[src/hw/rtl/sslru_pkg.sv]
`default_nettype none

package sslru_pkg;

    localparam int DEVICE_ID_W = 64;
    localparam int CAMERA_W    = 8;
    localparam int FRAME_W     = 32;
    localparam int SLOT_W      = 3;
    localparam int DEF_SLOTS   = 8;

    // entry layout: {device id, camera, last-use frame}
    localparam int ENTRY_W = DEVICE_ID_W + CAMERA_W + FRAME_W;

    typedef struct packed {
        logic load;     // capture request, clear oldest tracker
        logic scan;     // entry at scan index is on the read port
        logic wr_hit;   // restamp matched entry
        logic wr_miss;  // overwrite oldest entry
    } t_ctrl_cmd;

    typedef struct packed {
        logic match;    // scanned entry carries the request tag
    } t_dp_status;

endpackage

`default_nettype wire

[src/hw/rtl/sslru_ram.sv]
`default_nettype none

module sslru_ram #(
    parameter int WIDTH = 8,
    parameter int DEPTH = 8,
    localparam int AW   = $clog2(DEPTH)
) (
    input  wire logic             i_clk,
    input  wire logic             i_we,
    input  wire logic [AW-1:0]    i_waddr,
    input  wire logic [WIDTH-1:0] i_wdata,
    input  wire logic [AW-1:0]    i_raddr,
    output logic      [WIDTH-1:0] o_rdata
);

    logic [WIDTH-1:0] r_mem [DEPTH];
    logic [WIDTH-1:0] r_rdata;

    always_ff @(posedge i_clk) begin
        if (i_we) begin
            r_mem[i_waddr] <= i_wdata;
        end
        r_rdata <= r_mem[i_raddr];
    end

    assign o_rdata = r_rdata;

endmodule

`default_nettype wire

[src/hw/rtl/sslru_ctrl.sv]
`default_nettype none

module sslru_ctrl
    import sslru_pkg::*;
#(
    parameter int SLOTS = DEF_SLOTS,
    parameter int IDX_W = $clog2(DEF_SLOTS)
) (
    input  wire logic             i_clk,
    input  wire logic             i_rst_n,
    input  wire logic             start,
    output logic                  busy,
    input  wire t_dp_status       i_status,
    output t_ctrl_cmd             o_cmd,
    output logic      [IDX_W-1:0] o_idx,
    output logic      [IDX_W-1:0] o_raddr,
    output logic                  o_valid
);

    localparam logic [1:0] S_IDLE = 2'd0;
    localparam logic [1:0] S_SCAN = 2'd1;
    localparam logic [1:0] S_MISS = 2'd2;

    localparam logic [IDX_W-1:0] LAST_IDX = IDX_W'(SLOTS - 1);

    logic [1:0]       r_state, n_state;
    logic [IDX_W-1:0] r_idx, n_idx;
    logic             r_done, n_done;
    logic             w_last;

    assign w_last = (r_idx == LAST_IDX);

    always_comb begin
        n_state = r_state;
        n_idx   = r_idx;
        n_done  = 1'b0;
        o_cmd   = '0;
        unique case (r_state)
            S_IDLE: begin
                if (start) begin
                    o_cmd.load = 1'b1;
                    n_idx      = '0;
                    n_state    = S_SCAN;
                end
            end
            S_SCAN: begin
                o_cmd.scan = 1'b1;
                if (i_status.match) begin
                    o_cmd.wr_hit = 1'b1;
                    n_done       = 1'b1;
                    n_state      = S_IDLE;
                end else if (w_last) begin
                    n_state = S_MISS;
                end else begin
                    n_idx = r_idx + 1'b1;
                end
            end
            S_MISS: begin
                o_cmd.wr_miss = 1'b1;
                n_done        = 1'b1;
                n_state       = S_IDLE;
            end
            default: begin
                n_state = S_IDLE;
            end
        endcase
    end

    // read one entry ahead of the compare
    assign o_raddr = (r_state == S_SCAN && !w_last) ? r_idx + 1'b1 : '0;

    always_ff @(posedge i_clk) begin
        if (!i_rst_n) begin
            r_state <= S_IDLE;
            r_idx   <= '0;
            r_done  <= 1'b0;
        end else begin
            r_state <= n_state;
            r_idx   <= n_idx;
            r_done  <= n_done;
        end
    end

    assign busy    = (r_state != S_IDLE);
    assign o_idx   = r_idx;
    assign o_valid = r_done;

endmodule

`default_nettype wire

[src/hw/rtl/sslru_dp.sv]
`default_nettype none

module sslru_dp
    import sslru_pkg::*;
#(
    parameter int SLOTS = DEF_SLOTS,
    parameter int IDX_W = $clog2(DEF_SLOTS)
) (
    input  wire logic                   i_clk,
    input  wire logic                   i_rst_n,
    input  wire t_ctrl_cmd              i_cmd,
    input  wire logic [IDX_W-1:0]       i_idx,
    input  wire logic [IDX_W-1:0]       i_raddr,
    input  wire logic [DEVICE_ID_W-1:0] i_device_id,
    input  wire logic [CAMERA_W-1:0]    i_camera_number,
    input  wire logic [FRAME_W-1:0]     i_frame_count,
    output t_dp_status                  o_status,
    output logic      [SLOT_W-1:0]      o_slot,
    output logic                        o_hit
);

    logic [DEVICE_ID_W-1:0] r_id;
    logic [CAMERA_W-1:0]    r_cam;
    logic [FRAME_W-1:0]     r_now;
    logic [FRAME_W-1:0]     r_worst;
    logic [IDX_W-1:0]       r_victim;
    logic [SLOTS-1:0]       r_valid;
    logic [SLOT_W-1:0]      r_slot;
    logic                   r_hit;

    logic [ENTRY_W-1:0]      w_rdata;
    logic [ENTRY_W-1:0]      w_entry;
    logic [DEVICE_ID_W-1:0]  w_ent_id;
    logic [CAMERA_W-1:0]     w_ent_cam;
    logic [FRAME_W-1:0]      w_ent_stamp;
    logic [FRAME_W-1:0]      w_age;
    logic                    w_we;
    logic [IDX_W-1:0]        w_waddr;
    logic [IDX_W+SLOT_W-1:0] w_slot_wide;

    assign w_we    = i_cmd.wr_hit | i_cmd.wr_miss;
    assign w_waddr = i_cmd.wr_hit ? i_idx : r_victim;

    // a hit rewrites the same tag, so both writes carry the request word
    sslru_ram #(
        .WIDTH (ENTRY_W),
        .DEPTH (SLOTS)
    ) u_ram (
        .i_clk   (i_clk),
        .i_we    (w_we),
        .i_waddr (w_waddr),
        .i_wdata ({r_id, r_cam, r_now}),
        .i_raddr (i_raddr),
        .o_rdata (w_rdata)
    );

    // never-written entries read as the reset value (all zeros)
    assign w_entry     = r_valid[i_idx] ? w_rdata : '0;
    assign w_ent_stamp = w_entry[FRAME_W-1:0];
    assign w_ent_cam   = w_entry[FRAME_W +: CAMERA_W];
    assign w_ent_id    = w_entry[FRAME_W+CAMERA_W +: DEVICE_ID_W];

    assign w_age          = r_now - w_ent_stamp;
    assign o_status.match = (w_ent_id == r_id) && (w_ent_cam == r_cam);

    assign w_slot_wide = {{SLOT_W{1'b0}}, w_waddr};

    always_ff @(posedge i_clk) begin
        if (!i_rst_n) begin
            r_valid <= '0;
        end else if (w_we) begin
            r_valid[w_waddr] <= 1'b1;
        end
    end

    always_ff @(posedge i_clk) begin
        if (i_cmd.load) begin
            r_id     <= i_device_id;
            r_cam    <= i_camera_number;
            r_now    <= i_frame_count;
            r_worst  <= '0;
            r_victim <= '0;
        end else if (i_cmd.scan && (w_age >= r_worst)) begin
            // ties go to the later index
            r_worst  <= w_age;
            r_victim <= i_idx;
        end
        if (w_we) begin
            r_slot <= w_slot_wide[SLOT_W-1:0];
            r_hit  <= i_cmd.wr_hit;
        end
    end

    assign o_slot = r_slot;
    assign o_hit  = r_hit;

endmodule

`default_nettype wire

[src/hw/rtl/stream_slot_assign_lru.sv]
// Stream slot table: maps a (device id, camera number) tag onto one of SLOTS
// output slots, replacing the least recently used slot on a miss.
//
// Request channel: drive i_device_id, i_camera_number, i_frame_count and
// raise start; the transfer happens at the edge where start is high and busy
// is low. busy stays high while the table is scanned.
// Result channel: o_slot and o_hit are valid for exactly one cycle while
// o_valid is high; the receiver cannot stall, so it must take the transfer.
//
// Sequence: entries are read one per cycle through the table RAM's registered
// read port; a hit on slot k is written back at the end of the scan of slot k
// and a miss after the whole table is scanned, in an extra replace state that
// overwrites the oldest slot. o_valid is high in the cycle after the write-back
// and busy is already low then, so the next request may transfer at the edge
// that ends the o_valid cycle; no request is taken while busy is high.
//
// Reset (synchronous, active low): controller returns to idle and every slot
// reads as device 0, camera 0, last use frame 0; no clearing pass is needed.
`default_nettype none

module stream_slot_assign_lru
    import sslru_pkg::*;
#(
    parameter int SLOTS = DEF_SLOTS
) (
    input  wire logic                   i_clk,
    input  wire logic                   i_rst_n,
    input  wire logic                   start,
    output logic                        busy,
    input  wire logic [DEVICE_ID_W-1:0] i_device_id,
    input  wire logic [CAMERA_W-1:0]    i_camera_number,
    input  wire logic [FRAME_W-1:0]     i_frame_count,
    output logic                        o_valid,
    output logic      [SLOT_W-1:0]      o_slot,
    output logic                        o_hit
);

    localparam int IDX_W = $clog2(SLOTS);

    t_ctrl_cmd        w_cmd;
    t_dp_status       w_status;
    logic [IDX_W-1:0] w_idx;
    logic [IDX_W-1:0] w_raddr;

    // sequencer: idle -> scan (one slot per cycle) -> optional replace
    sslru_ctrl #(
        .SLOTS (SLOTS),
        .IDX_W (IDX_W)
    ) u_ctrl (
        .i_clk    (i_clk),
        .i_rst_n  (i_rst_n),
        .start    (start),
        .busy     (busy),
        .i_status (w_status),
        .o_cmd    (w_cmd),
        .o_idx    (w_idx),
        .o_raddr  (w_raddr),
        .o_valid  (o_valid)
    );

    // table RAM, tag compare, age tracking and result registers
    sslru_dp #(
        .SLOTS (SLOTS),
        .IDX_W (IDX_W)
    ) u_dp (
        .i_clk           (i_clk),
        .i_rst_n         (i_rst_n),
        .i_cmd           (w_cmd),
        .i_idx           (w_idx),
        .i_raddr         (w_raddr),
        .i_device_id     (i_device_id),
        .i_camera_number (i_camera_number),
        .i_frame_count   (i_frame_count),
        .o_status        (w_status),
        .o_slot          (o_slot),
        .o_hit           (o_hit)
    );

endmodule

`default_nettype wire

[config.mk]
export PLATFORM = sky130hd
export DESIGN_NAME = stream_slot_assign_lru
export DESIGN_NICKNAME = d
export VERILOG_FILES = /design/src/hw/rtl/sslru_pkg.sv /design/src/hw/rtl/sslru_ram.sv /design/src/hw/rtl/sslru_ctrl.sv /design/src/hw/rtl/sslru_dp.sv /design/src/hw/rtl/stream_slot_assign_lru.sv
export SDC_FILE = /design/constraint.sdc
export NUM_CORES = 1
export LEC_CHECK = 0
export BUFFER_PORTS_ARGS = -buffer_cell sky130_fd_sc_hd__buf_2
export CAP_MARGIN = 0
export CORE_MARGIN = 5
export CORE_UTILIZATION = 35
export DETAILED_ROUTE_END_ITERATION = 16
export PLACE_DENSITY = 0.52
export SYNTH_ARGS = -nofsm -noshare
export SYNTH_HDL_FRONTEND = slang
export SYNTH_SLANG_ARGS = --single-unit
export TNS_END_PERCENT = 20
[constraint.sdc]
create_clock -name i_clk -period 10.2 [get_ports i_clk]
set_clock_uncertainty 0.2 [all_clocks]
set_input_delay 1.02 -clock i_clk [delete_from_list [all_inputs] [get_ports i_clk]]
set_output_delay 1.02 -clock i_clk [all_outputs]
set_load 0.01 [all_outputs]
After elaboration in Yosys (flattened, before gate mapping):

Memories as Yosys holds them, arrays and structs flattened. A register that Yosys moved wholly into a read port is not among the register bits.
Index checks and enable logic that the tools add are counted.

* bitwise gates (word level): 2
* equality and inequality tests: 9
* reduce and logical (&&, ||, !) cells: 10
* $lt $le $gt $ge: 4
* multiplexer cells: 23
* add/subtract/negate cells: 2

Operators with widths (count)
* 104-bit two-way mux: 1
* 64-bit equality test: 1
* 32-bit greater-or-equal comparator: 1
* 32-bit subtractor: 1
* 3-bit two-way mux: 5
* 8-bit equality test: 1
* 3-bit by 4-bit < comparator with 1-bit output (second input constant): 2
* 1-bit two-way mux: 8
* 2-bit two-way mux: 4
* 8-bit OR: 1
* 2-bit != test (second input constant): 3
* 3-bit case mux with 2 select lines: 1
* 1-bit logical AND: 4
* 2-bit case mux with 2 select lines: 1
* 4-bit AND reduction: 1
* 2-bit nonzero test: 2
* 3-bit by 1-bit adder with 3-bit output (second input constant): 1
* 1-bit binary-select mux with 3-bit select: 1
* 1-bit demux with 3-bit select: 1
* 3-bit equality test (second input constant): 1
* 3-bit by 1-bit greater-or-equal comparator with 1-bit output (second input constant): 1
* 3-bit by 1-bit != test with 1-bit output (second input constant): 1
* 2-bit by 1-bit equality test with 1-bit output (second input constant): 1
* 2-bit equality test (second input constant): 1
* other kinds (5): 5

* memories kept: 1
* output and inout port bits: 6
* RAM bits: 832
* word-level logic and storage cells: 62
* flip-flop bits (word level): 157

Memory list
* u_dp.u_ram.r_mem: depth 8, width 104, rd ports 1, clocked after memory_dff 1, write ports 1, line sslru_ram.sv:16 `logic [WIDTH-1:0] r_mem [DEPTH];`

Depth between registers and ports, before layout:

* word-level depth: 13
* gate-level depth with buffers: 30
* mapped depth without buffers: 25

Cells and area by module:

Synthesis repeated with hierarchy kept, for this count alone.

* cell total of the unflattened synthesis: 2341
* area, all modules: 43380.4 sq um

Modules (own cells, without submodules)
* sslru_ram: cells each 1319, sequential area each 27066.0 sq um, times used 1, area each 33759.9 sq um
* sslru_dp: cells each 980, sequential area each 4103.9 sq um, times used 1, area each 9236.4 sq um
* sslru_ctrl: cells each 42, sequential area each 120.1 sq um, times used 1, area each 384.1 sq um

Worst setup path before layout:

Ideal clock, no wire load.

* kind: flip-flop to flip-flop
* start point: register u_ctrl.r_idx[0] (netlist: u_ctrl.o_idx[0])
* end point: memory u_dp.u_ram.r_mem[1][0] (netlist bit), enable pin
* arrival time: 6029 ps
* cell stages (with the launch flop): 12
* path slack: 3452 ps
* period minus slack after synthesis: 6748 ps
* required time: 9481 ps
* library setup time: 519 ps
* path buffers: 3
* cell sequence: dfxtp_1 > buf_6 > mux2_1 > o22a_2 > buf_6 > a311oi_2 > o22ai_1 > or4_1 > nor4_4 > nand3_2 > buf_6 > mux2i_2

* longest elaborated chain between the ends: 10
* elaborated cells between the ends (all ways): 12

Ends and longest elaborated chain
* from (decl): line sslru_ctrl.sv:27 `logic [IDX_W-1:0] r_idx, n_idx;`
* from (signal assigned): line sslru_ctrl.sv:79 `r_idx <= n_idx;`
* 1-bit binary-select mux with 3-bit select: line sslru_dp.sv:58 `assign w_entry = r_valid[i_idx] ? w_rdata : '0;`
* 1-bit two-way mux (implied by the code): line sslru_dp.sv:58
* 104-bit two-way mux: line sslru_dp.sv:58
* 64-bit equality test or 8-bit equality test (tied branches): line sslru_dp.sv:64 `assign o_status.match = (w_ent_id == r_id) && (w_ent_cam == r_cam);`
* 1-bit logical AND: line sslru_dp.sv:64
* 1-bit two-way mux: line sslru_ctrl.sv:48 `if (i_status.match) begin`
* 2-bit two-way mux: line sslru_ctrl.sv:38 `unique case (r_state)`
* 1-bit OR: line sslru_dp.sv:41 `assign w_we = i_cmd.wr_hit | i_cmd.wr_miss;`
* 1-bit two-way mux: line sslru_ram.sv:20 `if (i_we) begin`
* 1-bit two-way mux (implied by the code): line sslru_ram.sv:21 `r_mem[i_waddr] <= i_wdata;`
* to (decl): line sslru_ram.sv:16

Parallel ways exist; a longest one is shown, timed or not. The select of a mux whose other input is x is not followed.

Final worst setup path:

* start point: register u_ctrl.r_idx[0] (netlist: u_ctrl.o_idx[0])
* end point: register u_dp.r_worst[30]

* longest elaborated chain between the ends: 6

Ends and longest elaborated chain
* 1-bit binary-select mux with 3-bit select: line sslru_dp.sv:58
* 1-bit two-way mux (implied by the code): line sslru_dp.sv:58
* 104-bit two-way mux: line sslru_dp.sv:58
* 32-bit subtractor: line sslru_dp.sv:63 `assign w_age = r_now - w_ent_stamp;`
* net u_dp.w_age[25]: line sslru_dp.sv:36 `logic [FRAME_W-1:0] w_age;`
* 32-bit greater-or-equal comparator: line sslru_dp.sv:83 `end else if (i_cmd.scan && (w_age >= r_worst)) begin`
* 1-bit logical AND: line sslru_dp.sv:83
* to (signal assigned): line sslru_dp.sv:85 `r_worst <= w_age;`
* to (decl): line sslru_dp.sv:25 `logic [FRAME_W-1:0] r_worst;`

The timed path passes the listed nets, and every way through them passes these cells. The select of a mux whose other input is x is not followed.
A chain may end at the register's enable or synchronous reset.

==> impl_metrics.py <==
metrics = {
    "logic_synthesis": {
        "synthTopCellsByArea": "edfxtp_1 64%, dfxtp_1 6.9%, nor3_1 4.9%",
        "async_flop_share_pct": 0,
        "yosysWarnings": 0,
        "synthAdderAreaFrac_pct": 1.97,
        "synth_top_family_by_area": "simple AND/OR/NAND/NOR gates",
        "synthesis.nets": 3829,
        "synth_seq_cells": 1093,
        "synth_xor_area_share_pct": 1.11,
        "syn_area_per_cell_um2": 12.1,
        "syn_area_um2": 44200,
        "ys_types": 76,
        "synth_edf_count": 940,
        "synthSimpleGateAreaFrac_pct": 18.1,
        "yosysTopAreaCell": "edfxtp_1",
        "seq_area_frac_synth_pct": 70.8,
        "synth-compound-area-share_pct": 5.02,
        "yosysTopAreaCellShare_pct": 63.9,
        "syn_inst": 3653,
        "synth-main-ff-cell": "edfxtp_1",
        "synthMuxAreaShare_pct": 0.470,
    },
    "sta": {
        "tightest_slew_ps": 1060,
        "min_period_ps": 8060,
        "rsz0062_at_grt": "no",
        "hold_viol": 0,
        "fmax_ghz": 0.124,
        "min_period_over_period_pct": 79.0,
        "hold_slack_ps": 251,
        "tns_ps": 0,
        "slew_viol_final": 0,
        "relSlewSlack_pct": 29.6,
        "setup_viol": 0,
    },
    "global_routing": {
        "grtUsageTotal_pct": 17.4,
        "first_global_vias": 27993,
        "antenna_found_initial": 7,
        "grt_overflow": 0,
        "grt_first_pass_wirelength_um": 177000,
        "grt_max_degree": 183,
    },
    "run_status": {
        "outcome": "completed",
    },
    "critical_path": {
        "worstSetupEndpoint": "u_dp.r_worst[30]$_SDFFE_PP0P_",
        "required_ps": 10630,
        "crit_fanout": 23,
        "crit_path_end_kind": "register",
        "crit_arrival_ps": 8490,
        "ff2ff_path_depth": 26,
        "crit_start": "u_ctrl.o_idx[0]$_SDFFE_PN0P_",
        "critical_path_class": "reg -> reg",
        "r2r-start": "u_ctrl.o_idx[0]$_SDFFE_PN0P_",
        "r2r-end": "u_dp.r_worst[30]$_SDFFE_PP0P_",
        "start_kind": "register",
        "r2r_setup_slack_ps": 2140,
    },
    "power_and_ir_drop": {
        "combPwrFrac_pct": 6.6,
        "power.leakage_nw": 17.4,
        "p_switching_mw": 2.34,
        "power_density_nw_per_um2": 200,
        "clockPowerShare_pct": 43.0,
        "seqPwrFrac_pct": 50.4,
        "p_int_mw": 7.76,
        "swShare_pct": 23.2,
        "vdd_drop_max_mv": 0.169,
    },
    "hold_path": {
        "hold_class": "reg -> reg",
    },
    "clock_tree": {
        "root_buffer": "clkbuf_16",
        "postCtsResizedCells": 0,
        "post_cts_buffers": 0,
        "cts_buffers": 116,
        "postCtsHoldBufs": 0,
        "clkLatencyLatePin_ps": 740,
        "cts-htree-levels": 3,
        "tritoncts": "done",
        "cts_sinks": 1093,
        "cts_buffer_depth": 3,
        "clkTransAtPathRegs_ps": 60,
    },
    "routing": {
        "routedWlPerCell_um": 21.5,
        "via_per_inst": 5.20,
        "vias": 28397,
        "drc_errors": 0,
        "ant_nets": 0,
        "drtPass1Iterations": 5,
        "drtIter0Drc": 2073,
        "routed_wl_um": 117000,
    },
    "place": {
        "dp_cells": 5236,
        "dp_hpwl_um": 60900,
        "post_dp_cell_area_um2": 46500,
        "gp_congestion": 0.780,
        "io_buffer_count": 112,
    },
    "layout": {
        "syn2layout_area_growth_pct": 14.3,
        "drive_above_1_share_pct": 9.82,
        "nets": 3880,
        "finish.instance_area_um2": 50500,
        "final_cell_count_no_fill": 5459,
        "finish.utilization_pct": 40.2,
    },
    "job": {
        "max_cap_violations": 0,
    },
    "die": {
        "start_util_pct": 35.2,
        "coreArea_um2": 126000,
        "die_y_um": 365,
        "dieArea_um2": 133000,
        "fp.dieW_um": 365,
        "ios": 113,
        "rows": 130,
    },
}
[power groups by stage]
stage	registers (mW)	logic (mW)	clock network (mW)
after floorplan	5.12	0.470	0
after global placement	5.18	0.666	0
after detailed placement	5.18	0.670	0
after CTS	5.09	0.675	4.44
after global routing	5.10	0.756	4.64
final	5.09	0.666	4.34
[layout make-up]
class / instances / area [µm²]
Fill cell: 11903 / 75100
Timing Repair Buffer: 148 / 956
Tap cell: 1650 / 2060
Inverter: 72 / 275
Clock inverter: 61 / 669
Sequential cell: 1093 / 31300
Clock buffer: 160 / 3330
Multi-Input combinational cell: 2273 / 11900
Antenna cell: 2 / 5.00
[how the worst min path moves through the flow]
stage	depth (start not counted)	from	slack, ps	endpoint
after floorplan	2	u_dp.r_worst[11]$_SDFFE_PP0P_	230	u_dp.r_worst[11]$_SDFFE_PP0P_
after global placement	2	u_dp.r_worst[23]$_SDFFE_PP0P_	240	u_dp.r_worst[23]$_SDFFE_PP0P_
after detailed placement	2	u_dp.r_worst[17]$_SDFFE_PP0P_	240	u_dp.r_worst[17]$_SDFFE_PP0P_
after CTS	1	i_camera_number[2]	190	u_dp.r_cam[2]$_DFFE_PP_
after global routing	1	i_camera_number[2]	200	u_dp.r_cam[2]$_DFFE_PP_
final	2	u_dp.r_worst[3]$_SDFFE_PP0P_	250	u_dp.r_worst[3]$_SDFFE_PP0P_
[metal layers]
layer,vias to the layer above,GRT usage [%],wire length (µm)
met4,2,4.92,3100
li1,13376,-,-
met2,650,28.5,54800
met1,14186,23.9,53400
met3,183,3.11,5820
met5,-,0,9
[cell usage after synthesis (19+ instances only)]
master    number
a31oi_1       27
o21a_1        19
nand3_1      343
o21ai_0      132
clkbuf_1     186
a211oi_1      20
xor2_1        26
a21oi_1       62
inv_1         71
dfxtp_1      153
nor2_1       360
nor3_1       435
xnor2_1       30
nand2_1      540
ha_1          68
edfxtp_1     940
[cells in the final DEF (no fill, tap or decap), types with 27 or more instances in the layout]
| cell | n |
|---|---|
| edfxtp_1 | 940 |
| ha_1 | 67 |
| xnor2_1 | 30 |
| nand3_1 | 343 |
| a31oi_1 | 27 |
| o21ai_0 | 132 |
| a21oi_1 | 62 |
| clkbuf_16 | 117 |
| inv_1 | 71 |
| buf_2 | 112 |
| dfxtp_1 | 153 |
| nor3_1 | 435 |
| nor2_1 | 357 |
| nand2_1 | 537 |
[state kept, by name, summed over array words and instances (netlist names)]
name,flops
u_dp.u_ram.r_mem,832
u_dp.u_ram.o_rdata,104
u_dp.r_id,64
u_dp.r_now,32
u_dp.r_worst,32
u_dp.r_cam,8
u_dp.r_valid,8
u_ctrl.o_idx,3
u_dp.o_slot,3
u_dp.r_victim,3
u_ctrl.r_state,2
u_ctrl.o_valid,1
u_dp.o_hit,1
[per-stage QoR]
step / power (mW) / setup WS (ps)
after floorplan: 5.59 / 3450
after global placement: 5.84 / 2280
after detailed placement: 5.85 / 2160
after CTS: 10.2 / 2110
after global routing: 10.5 / 1540
final: 10.1 / 2140
[kinds of logic after synthesis]
logic type,Yosys count
muxes,17
xor gates and xnor gates,56
buffers and inverters,287
adders and majority gates,69
DFF,1093
AOI/OAI and AO/OA,353
and+or+nand+nor,1778
[worst max-delay path, cell delays in order, from the launching register on]
cell and delay [ps]:
dfxtp_1 820, mux2i_1 280, a22o_1 280, buf_4 210
nor2_4 540, nand2_1 200, ha_1 300, nor2b_1 140
o31a_1 280, o311ai_0 790, a211oi_1 260, o31ai_1 290
buf_4 190, o21ai_0 90, o41ai_1 330, xnor2_1 210
ha_1 290, a21o_1 160, a21o_1 160, a21oi_1 130
o21ai_0 110, a31oi_1 180, a2bb2oi_1 270, and2_1 530
buf_4 380, nor2_1 70, a211oi_1 230
Power figures use the tool's default switching activity.
